**src/hw/rtl/wwgs_pkg.sv**
```systemverilog
// Shared types, codes and defaults for the Wireworld generation step block.
`default_nettype none

package wwgs_pkg;

	// Default grid bounds
	localparam int DEF_MAX_WIDTH  = 64;
	localparam int DEF_MAX_HEIGHT = 64;

	// Field widths fixed by the interface
	localparam int COORD_W = 6;
	localparam int DIM_W   = 7;

	typedef logic [1:0]         cell_t;
	typedef logic [1:0]         mode_t;
	typedef logic [COORD_W-1:0] coord_t;
	typedef logic [DIM_W-1:0]   dim_t;
	typedef logic [DIM_W-1:0]   cfg_data_t;
	typedef logic               reg_idx_t;

	// Cell codes
	localparam cell_t CELL_EMPTY = 2'd0;
	localparam cell_t CELL_HEAD  = 2'd1;
	localparam cell_t CELL_TAIL  = 2'd2;
	localparam cell_t CELL_WIRE  = 2'd3;

	// Item modes
	localparam mode_t MODE_WRITE = 2'd0;
	localparam mode_t MODE_STEP  = 2'd1;
	localparam mode_t MODE_READ  = 2'd2;

	// Register indexes
	localparam reg_idx_t REG_GRID_WIDTH  = 1'b0;
	localparam reg_idx_t REG_GRID_HEIGHT = 1'b1;

	localparam dim_t DIM_RESET = 7'd64;

	typedef struct packed {
		mode_t  mode;
		coord_t cell_x;
		coord_t cell_y;
		cell_t  cell_value;
	} req_word_t;

	typedef struct packed {
		cell_t cell_state;
		logic  step_done;
	} rsp_word_t;

	// Controller to datapath
	typedef struct packed {
		logic accept;
		logic clear;
		logic start_step;
		logic sweep;
		logic flip;
		logic load_out;
	} cmd_t;

	// Datapath to controller
	typedef struct packed {
		logic step_req;
		logic clear_end;
		logic sweep_end;
	} status_t;

endpackage

`default_nettype wire

```
**src/hw/rtl/wwgs_ctrl.sv**
```systemverilog
// Controller state machine: clearing pass, item acceptance, sweep and result hand-off.
`default_nettype none

module wwgs_ctrl (
	input  wire logic            clk,
	input  wire logic            arst_n,
	input  wire logic            req_valid,
	output logic                 req_ready,
	output logic                 rsp_valid,
	input  wire logic            rsp_ready,
	input  wire wwgs_pkg::status_t status,
	output wwgs_pkg::cmd_t       cmd
);
	import wwgs_pkg::*;

	typedef enum logic [4:0] {
		S_CLEAR  = 5'b00001,
		S_IDLE   = 5'b00010,
		S_STEP   = 5'b00100,
		S_DRAIN  = 5'b01000,
		S_FINISH = 5'b10000
	} state_t;

	state_t state_q, state_d;
	logic   out_valid_q;
	logic   out_free;

	assign out_free  = !out_valid_q || rsp_ready;
	assign rsp_valid = out_valid_q;
	assign req_ready = (state_q == S_IDLE);

	// Next state and commands
	always_comb begin
		state_d        = state_q;
		cmd            = '0;
		case (state_q)
			S_CLEAR: begin
				cmd.clear = 1'b1;
				if (status.clear_end) begin
					state_d = S_IDLE;
				end
			end
			S_IDLE: begin
				if (req_valid) begin
					cmd.accept = 1'b1;
					if (status.step_req) begin
						cmd.start_step = 1'b1;
						state_d        = S_STEP;
					end else begin
						state_d = S_FINISH;
					end
				end
			end
			S_STEP: begin
				cmd.sweep = 1'b1;
				if (status.sweep_end) begin
					state_d = S_DRAIN;
				end
			end
			S_DRAIN: begin
				// last cell of the sweep is written this cycle
				cmd.flip = 1'b1;
				state_d  = S_FINISH;
			end
			S_FINISH: begin
				if (out_free) begin
					cmd.load_out = 1'b1;
					state_d      = S_IDLE;
				end
			end
			default: begin
				state_d = S_CLEAR;
			end
		endcase
	end

	always_ff @(posedge clk or negedge arst_n) begin
		if (!arst_n) begin
			state_q     <= S_CLEAR;
			out_valid_q <= 1'b0;
		end else begin
			state_q <= state_d;
			if (cmd.load_out) begin
				out_valid_q <= 1'b1;
			end else if (rsp_ready) begin
				out_valid_q <= 1'b0;
			end
		end
	end

endmodule

`default_nettype wire

```
**config.mk**
```make
export PLATFORM = sky130hd
export DESIGN_NAME = wwgs_ctrl
export DESIGN_NICKNAME = d
export VERILOG_FILES = /design/src/hw/rtl/wwgs_pkg.sv /design/src/hw/rtl/wwgs_ctrl.sv
export SDC_FILE = /design/constraint.sdc
export NUM_CORES = 1
export LEC_CHECK = 0
export CELL_PAD_IN_SITES_DETAIL_PLACEMENT = 0
export CELL_PAD_IN_SITES_GLOBAL_PLACEMENT = 2
export CORE_MARGIN = 2
export CORE_UTILIZATION = 29
export DETAILED_ROUTE_END_ITERATION = 10
export DONT_BUFFER_PORTS = 1
export PLACE_DENSITY_LB_ADDON = 0.25
export SLEW_MARGIN = 15
export SYNTH_ARGS = -nofsm -noshare
export SYNTH_HDL_FRONTEND = slang
export SYNTH_SLANG_ARGS = --single-unit
```
**constraint.sdc**
```tcl
create_clock -name clk -period 1.4 [get_ports clk]
set_input_delay 0.07 -clock clk [delete_from_list [all_inputs] [get_ports clk]]
set_output_delay 0.07 -clock clk [all_outputs]
set_load 0.01 [all_outputs]
```
* Word level (Yosys, flattened, before mapping)
Cells that the tools add are included.
Word-level totals: register bits 6, latch bits 0, bits in writable memories 0, ROM bits 0, bits of input ports 7, output and inout bits 8, word-level logic and storage cells 33, memories kept 0
Operators by class: $add $sub $neg 0, $mul 0, divide/modulo/power cells 0, order comparisons 0, equal/unequal tests 9, shift operators 0, mux-type cells 18, bitwise operators 0, reduce and logical (&&, ||, !) cells 4
Operators with widths (count):
- $mux 5 | 5
- $pmux 5 s5 | 1
- $mux 1 | 12
- $ne 2x2->1 const B | 4
- $eq 5x1->1 const B | 1
- $eq 5x2->1 const B | 1
- $eq 5x3->1 const B | 1
- $eq 5x4->1 const B | 1
- $eq 5x5->1 const B | 1
- $reduce_and 4->1 | 1
- $reduce_bool 2->1 | 1
- $logic_not 1->1 | 1
- $logic_or 1x1->1 | 1

* Logic depth before layout (Yosys ltp)
Gate-level depths: netlist of the first run.
word-level depth 5, mapped depth 5, gate-level depth less buffers 4

* Worst setup path before layout of the first run
Ideal clock, no wire load.
path type register -> register, start register state_q[2], end register state_q[1], library setup time 0.123 ns, arrival 1.254 ns, data required time 1.277 ns, setup slack 0.023 ns, stages on the path, launching flop included 6, path buffers 1, clock period less this slack 1.377 ns, path through dfrtp_1 buf_6 or3_4 o21bai_4 a41oi_1 nor3_1
Between the ends: word-level cells in the longest chain between the ends 3, elaborated cells between the ends (all ways) 11, those cells by class 9 x eq/ne; 1 x mux; 1 x reduce/logical
Ends and longest elaborated chain:
- start, declared | line wwgs_ctrl.sv:24 | state_t state_q, state_d;
- start signal, assigned | line wwgs_ctrl.sv:82 | state_q <= state_d;
- $eq 5x5->1 (tied with other cells) | line wwgs_ctrl.sv:36 | case (state_q)
- $ne 2x2->1 (no line)
- $reduce_and 4->1 (no line)
Parallel ways exist; a longest one is shown, timed or not. A chain may end at the register's enable or synchronous reset.

* Worst setup path after layout of the first run
start register state_q[0], end register state_q[2]
The elaborated chain is that of the path after synthesis.

==> flow_summary.rst, run 1 <==
.. list-table::
   :header-rows: 1

   * - Metric
     - Value
   * - Multiplexer area fraction after synthesis
     - 0.0455
   * - Final critical-path share of the clock period
     - 0.994
   * - TritonCTS clock tree
     - built
   * - Smallest hold slack
     - about 0.12 ns
   * - Number of stages on the worst hold path
     - 3
   * - Mapped Nets
     - approximately 60
   * - Core area
     - ~1500 um2
   * - Largest net degree at the start of global routing
     - 8
   * - Cell Area, Synth
     - roughly 470 um2
   * - Distinct cell type count of the synthesized netlist
     - 28
   * - Clock tree skew after final layout
     - around 0.0058 ns
   * - Share of layout cells above drive strength 1
     - 0.543
   * - CTS Sinks
     - 6
   * - Worst endpoint required time
     - roughly 1.5 ns
   * - # rows
     - 14
   * - Number of diodes
     - 0
   * - Via-per-instance ratio
     - ~5
   * - Final core occ
     - 0.442
   * - # port buffers
     - 0
   * - Hold Crit Class
     - input port to flop
   * - Xor and xnor fraction of the mapped netlist area
     - 0.0374
   * - Startpoint types
     - flop
   * - Detailed placement HPWL
     - 873 um
   * - Combinational family with the most area after synthesis
     - simple AND/OR/NAND/NOR gates
   * - Starting Density
     - 0.311
   * - H-tree lvl count
     - 1
   * - Count of nets after finishing
     - 78
   * - Adder and majority gate portion of the synthesized area
     - 0
   * - Number of setup violations in the final report
     - 0
   * - Normalized max-slew margin
     - 0.825
   * - Arrival time at the worst endpoint
     - 1.52 ns
   * - Compound-Gate Fraction of Synth Area
     - 0.102
   * - Highest clock rate
     - 718 MHz
   * - Via count
     - 428
   * - Drt first pass iters
     - 2
   * - Warnings from Yosys
     - 0
   * - Residual DRC count
     - 0
   * - Transition at the pin with the smallest max-transition slack
     - ~0.26 ns
   * - Area taken by multi-input logic gates
     - around 310 um2
   * - RSZ-0062 raised after global routing
     - true
   * - Maximum number of buffers from clock root to sink
     - 2
   * - Placed cells
     - between 70 and 80
   * - Min cycle time layout
     - 1.39 ns
   * - Source-to-sink clock delay at the later pin of the worst-skew pair
     - around 0.24 ns
   * - Leakage dissipation
     - 0.329 nW
   * - Register bit count reported by yosys
     - 6
   * - Highest-count cells in the layout ignoring fill and taps
     - 16 x buf_4, 5 x nor2_1, 5 x nor2_2
   * - Leading cell type in the layout, fill and taps excluded
     - buf_4
   * - Worst reg-to-reg path cell count
     - 6
   * - Overall die area
     - between 1500 and 2000 um2
   * - Worst VDD drop
     - roughly 770 uV
   * - Endpoints failing hold
     - 0
   * - Number of antenna violations at the first check in global routing
     - 0
   * - Worst Setup Slack, final
     - between 0.008 and 0.009 ns
   * - WS Path Type
     - flop to flop
   * - Critical Path, Cell by Cell
     - or2b_4, nor2_2, and4_1, buf_4, buf_4, nand2b_4
   * - GRT Residual Overflow
     - 0
   * - Filler Cells Inserted
     - roughly 160
   * - Global Route Usage Sum
     - 0.124
   * - Via count of the first global-routing pass
     - around 450
   * - Crit path max fanout
     - 6
   * - Synthesized-area fraction occupied by and/or/nand/nor cells
     - 0.388
   * - Die Ht
     - about 44 um
   * - Number of buffers created by CTS
     - 3
   * - DRT antenna net count
     - 0
   * - Nature of the critical path endpoint
     - flop
   * - Wire length per cell after detailed routing
     - 13.2 um
   * - Sequential Area
     - approximately 150 um2
   * - Clock tree root driver cell
     - clkbuf_4
   * - Growth of design area from synthesis to finish
     - 42.2%
   * - First-pass GRT wire length
     - 1770 um
   * - Final count of pins violating max slew
     - 0
   * - Mean post-synth cell area
     - approximately 9.0 um2
   * - Power per cell area
     - 1670 nW/um2
   * - Ports
     - 15
   * - Maximum cell stage delay along the critical path
     - 0.58 ns
   * - Cell with the largest stage delay on the worst path
     - dfstp_2
   * - Most numerous cell on the critical path
     - buf_4
   * - Max-cap violations
     - 0
   * - Placement Setup Slack
     - approximately 0.00020 ns
   * - Starting DRC count in detailed routing
     - 2
   * - Die W
     - around 44 um
   * - Sequential area share after synthesis
     - 0.324
   * - Post-Synthesis Cells
     - 52
   * - WL final
     - roughly 1100 um
   * - Final Non-Filler Cells
     - between 80 and 90
   * - Global placement routability congestion
     - ~0.8
   * - Run status
     - finished clean
   * - Clock slew at the register clock pins of the worst setup and hold paths
     - around 0.04 ns
## cell usage after synthesis
master | instances | share of area
or3_4 | 1 | 0.024
a41oi_1 | 1 | 0.019
buf_4 | 3 | 0.048
nand2_1 | 1 | 0.0080
nand3_1 | 2 | 0.021
mux2_2 | 1 | 0.024
o32a_1 | 1 | 0.021
nand4b_1 | 1 | 0.019
mux2i_1 | 1 | 0.021
xor2_1 | 1 | 0.019
dfstp_2 | 1 | 0.056
nand2b_1 | 3 | 0.040
nor3_1 | 2 | 0.021
buf_6 | 2 | 0.048
and3_1 | 2 | 0.027
nand4_1 | 1 | 0.013
xnor2_1 | 1 | 0.019
or4_1 | 1 | 0.016
inv_1 | 1 | 0.0080
o21bai_4 | 1 | 0.040
dfrtp_1 | 5 | 0.27
o21ai_0 | 2 | 0.021
nand3_2 | 1 | 0.021
and2b_2 | 1 | 0.019
and4_1 | 1 | 0.019
nor3b_1 | 2 | 0.032
or2b_2 | 1 | 0.019
nor2_1 | 11 | 0.088
## final cells by class
class                   instances  area share
multi-input cells              40       0.466
flip-flops and latches          6       0.229
repair buffers                 19       0.229
clock buffers                   4      0.0395
well taps                      16      0.0301
inverters                       1     0.00564
## critical path, delay by kind of cell (launching register included)
kind / cells / cell delay (ns)
buffers and inverters: 2 / 0.25
DFF: 1 / 0.58
and+or+nand+nor: 4 / 0.45
## logic make-up (layout without fill, tap and decap cells)
logic type      after synthesis  in the layout
xor+xnor                      2              2
simple gates                 31             31
compound gates                5              5
mux                           2              2
buf+inv                       6             24
flops                         6              6
## flip-flops by register name, indices dropped and copies added, names as in the netlist
register / count
rsp_valid: 1
state_q: 5
## power breakdown
group | internal [W] | switching (W) | leakage, nW
Clock | 0.000108 | 0.0000615 | 0.0150
Combinational | 0.000363 | 0.000292 | 0.236
Sequential | 0.000232 | 0.0000556 | 0.0773
## metrics by stage
step | power (W) | cell area (um2) | TNS [ns]
2_1_floorplan | 0.000658 | 468 | 0
3_3_place_gp | 0.000748 | 503 | 0
3_5_place_dp | 0.000761 | 503 | 0
4_1_cts | 0.00105 | 609 | -0.0183
5_1_grt | 0.00120 | 666 | -0.167
6_report | 0.00111 | 666 | 0
## path summary, 6_finish.rpt
kind | start | endpoint | slack, ns
worst max-delay path | state_q[0]$_DFFE_PN1P_ | state_q[2]$_DFFE_PN0P_ | 0.008
worst min-delay path | req_valid | state_q[1]$_DFFE_PN0P_ | 0.12
worst max register to register | state_q[0]$_DFFE_PN1P_ | state_q[2]$_DFFE_PN0P_ | 0.008
worst min register to register | state_q[2]$_DFFE_PN0P_ | state_q[1]$_DFFE_PN0P_ | 0.49
max in group asynchronous | arst_n | state_q[0]$_DFFE_PN1P_ | 1.00
min in group asynchronous | arst_n | state_q[4]$_DFFE_PN0P_ | 0.13
## routing by layer
layer,GRT usage,up-vias,wire length (um)
li1,-,221,-
met1,0.162,201,523
met2,0.206,6,592
met3,0,0,22
met4,0.0727,0,0
met5,0,-,0
## repair_timing
action,4_1_cts,5_1_grt
endpoints found under the setup margin,4,7
hold buffers,1,0
endpoints found under the hold margin,6,0
cloned,0,0
pin swaps,1,4
setup buffers,7,3
resized for setup,5,11
No activity file was read; power rests on OpenSTA's default activity.
==> run 2, diff against run 1 <==
- PLACE_DENSITY: default -> 0.71
- PLACE_DENSITY_LB_ADDON: 0.25 -> default
==> flow_summary.rst, run 2 (synthesis gave the netlist of run 1 again) <==
.. list-table::
   :header-rows: 1

   * - Metric
     - Value
   * - Run status
     - finished with violations
   * - Violated checks
     - negative setup slack
   * - Max FFs per register
     - 5
   * - Drt first pass iters
     - 3
   * - RSZ-0062 raised after global routing
     - true
   * - Clock tree skew after final layout
     - between 0.002 and 0.003 ns
   * - WL final
     - 1100 um
   * - Global Route Usage Sum
     - 0.125
   * - Sequential Area
     - between 150 and 200 um2
   * - CP Depth
     - 4
   * - Starting DRC count in detailed routing
     - 7
   * - Final core occ
     - 0.421
   * - Number of setup violations in the final report
     - 1
   * - TritonCTS clock tree
     - built
   * - Ports
     - 15
   * - Overall die area
     - ~2000 um2
   * - Power per cell area
     - around 1700 nW/um2
   * - # rows
     - 14
   * - Core area
     - 1510 um2
   * - Wire length per cell after detailed routing
     - roughly 14 um
   * - Residual DRC count
     - 0
   * - Hold Crit Class
     - input port to flop
   * - Transition at the pin with the smallest max-transition slack
     - 0.356 ns
   * - Source-to-sink clock delay at the later pin of the worst-skew pair
     - 0.25 ns
   * - Cell family with most CP delay
     - simple AND/OR/NAND/NOR gates
   * - Worst endpoint required time
     - between 1 and 1.5 ns
   * - Cell with the largest stage delay on the worst path
     - dfrtp_2
   * - Final count of pins violating max slew
     - 0
   * - Clock tree root driver cell
     - clkbuf_4
   * - Critical Path, Cell by Cell
     - or2b_4, nor2_4, and4_4, buf_6
   * - Via count of the first global-routing pass
     - 435
   * - Startpoint types
     - flop
   * - Clock slew at the register clock pins of the worst setup and hold paths
     - approximately 0.040 ns
   * - Starting Density
     - 0.311
   * - Worst VDD drop
     - 665 uV
   * - Number of stages on the worst hold path
     - 3
   * - # port buffers
     - 0
   * - Max-cap violations
     - 0
   * - Die Ht
     - between 40 and 50 um
   * - Highest-count cells in the layout ignoring fill and taps
     - 11 x buf_4, 6 x nor2_1, 4 x dfrtp_1
   * - GRT Residual Overflow
     - 0
   * - Global placement routability congestion
     - approximately 0.76
   * - Via-per-instance ratio
     - around 5.3
   * - Count of nets after finishing
     - 73
   * - Placement Setup Slack
     - 0.0289 ns
   * - Min cycle time layout
     - approximately 1.4 ns
   * - Maximum cell stage delay along the critical path
     - 0.42 ns
   * - Filler Cells Inserted
     - around 160
   * - Die W
     - roughly 44 um
   * - Smallest hold slack
     - around 0.085 ns
   * - Nature of the critical path endpoint
     - output pin
   * - DRT antenna net count
     - 0
   * - WS Path Type
     - flop to output pin
   * - First-pass GRT wire length
     - 1790 um
   * - Register with the highest flop count
     - state_q
   * - Highest clock rate
     - 699 MHz
   * - Maximum number of buffers from clock root to sink
     - 2
   * - Number of diodes
     - 0
   * - Worst reg-to-reg path cell count
     - 4
   * - Detailed placement HPWL
     - around 770 um
   * - Leakage dissipation
     - between 0.3 and 0.4 nW
   * - Area taken by multi-input logic gates
     - about 320 um2
   * - Worst Setup Slack, final
     - -0.0315 ns
   * - Endpoints failing hold
     - 0
   * - Final critical-path share of the clock period
     - 1.02
   * - Share of layout cells above drive strength 1
     - 0.508
   * - Crit path max fanout
     - 6
   * - Buf+Inv Stages, Crit Path
     - 1
   * - Growth of design area from synthesis to finish
     - 35.6%
   * - Largest net degree at the start of global routing
     - 9
   * - Normalized max-slew margin
     - 0.762
   * - Leading cell type in the layout, fill and taps excluded
     - buf_4
   * - Arrival time at the worst endpoint
     - approximately 1.4 ns
   * - Via count
     - between 400 and 500
   * - Number of antenna violations at the first check in global routing
     - 0
   * - H-tree lvl count
     - 1
   * - Number of buffers created by CTS
     - 3
   * - CTS Sinks
     - 6
-- run 2: cell types whose count changed in the layout (fill, tap and decap cells not counted), sizes merged --
cell and change:
buf -5
-- run 2: final timing paths --
check / start / endpoint / slack (ns)
max in group asynchronous: arst_n / state_q[0]$_DFFE_PN1P_ / 1.01
min in group asynchronous: arst_n / state_q[4]$_DFFE_PN0P_ / 0.13
setup / recovery: state_q[1]$_DFFE_PN0P_ / cmd[3] / -0.03
hold reg to reg: state_q[0]$_DFFE_PN1P_ / state_q[0]$_DFFE_PN1P_ / 0.57
hold / removal: req_valid / state_q[1]$_DFFE_PN0P_ / 0.09
setup reg to reg: state_q[1]$_DFFE_PN0P_ / state_q[4]$_DFFE_PN0P_ / 0.02
-- run 2: what timing repair did --
| action | 4_1_cts | 5_1_grt |
|---|---|---|
| endpoints found under the hold margin | 6 | 0 |
| setup endpoints to repair | 4 | 6 |
| buffers inserted | 4 | 2 |
| pin swaps | 1 | 5 |
| hold buffers | 1 | 0 |
| resized for setup | 5 | 13 |
-- run 2: final cells by class --
| cell class | count | share of cell area |
|---|---|---|
| inverter | 1 | 0.00592 |
| multi-input combinational | 40 | 0.499 |
| timing repair buffer | 14 | 0.181 |
| clock buffer | 4 | 0.0414 |
| sequential | 6 | 0.241 |
| tap | 16 | 0.0316 |
-- run 2: worst reg2reg max path, delay by kind of cell, from the launching register on --
kind                   cells  cell delay, ns
and+or+nand+nor            1            0.46
AOI/OAI and AO/OA          1            0.14
DFF                        1            0.44
muxes                      1            0.10
buffers and inverters      1            0.16
-- run 2: power by group --
group	total [W]	internal [W]	switching, W
clock network	0.000176	0.000108	0.0000674
logic	0.000612	0.000340	0.000272
registers	0.000303	0.000232	0.0000706
-- run 2: metal layers --
layer / up-vias / wire length (um) / part of all wire / GRT usage
met4: 0 / 17 / 0.015 / 0.0848
li1: 206 / - / - / -
met2: 13 / 596 / 0.54 / 0.200
met5: - / 0 / 0 / 0
met3: 2 / 41 / 0.037 / 0.0163
met1: 206 / 447 / 0.41 / 0.154
-- run 2: metrics by stage --
stage / total power (W) / TNS, ns / std cells / area [um2]
final: 0.00109 / -0.0315 / 81 / 634
after global routing: 0.00117 / -0.211 / 81 / 634
after CTS: 0.000995 / -0.0446 / 79 / 573
after detailed placement: 0.000746 / 0 / 70 / 495
after global placement: 0.000750 / 0 / 70 / 495
after floorplan: 0.000658 / 0 / 52 / 468
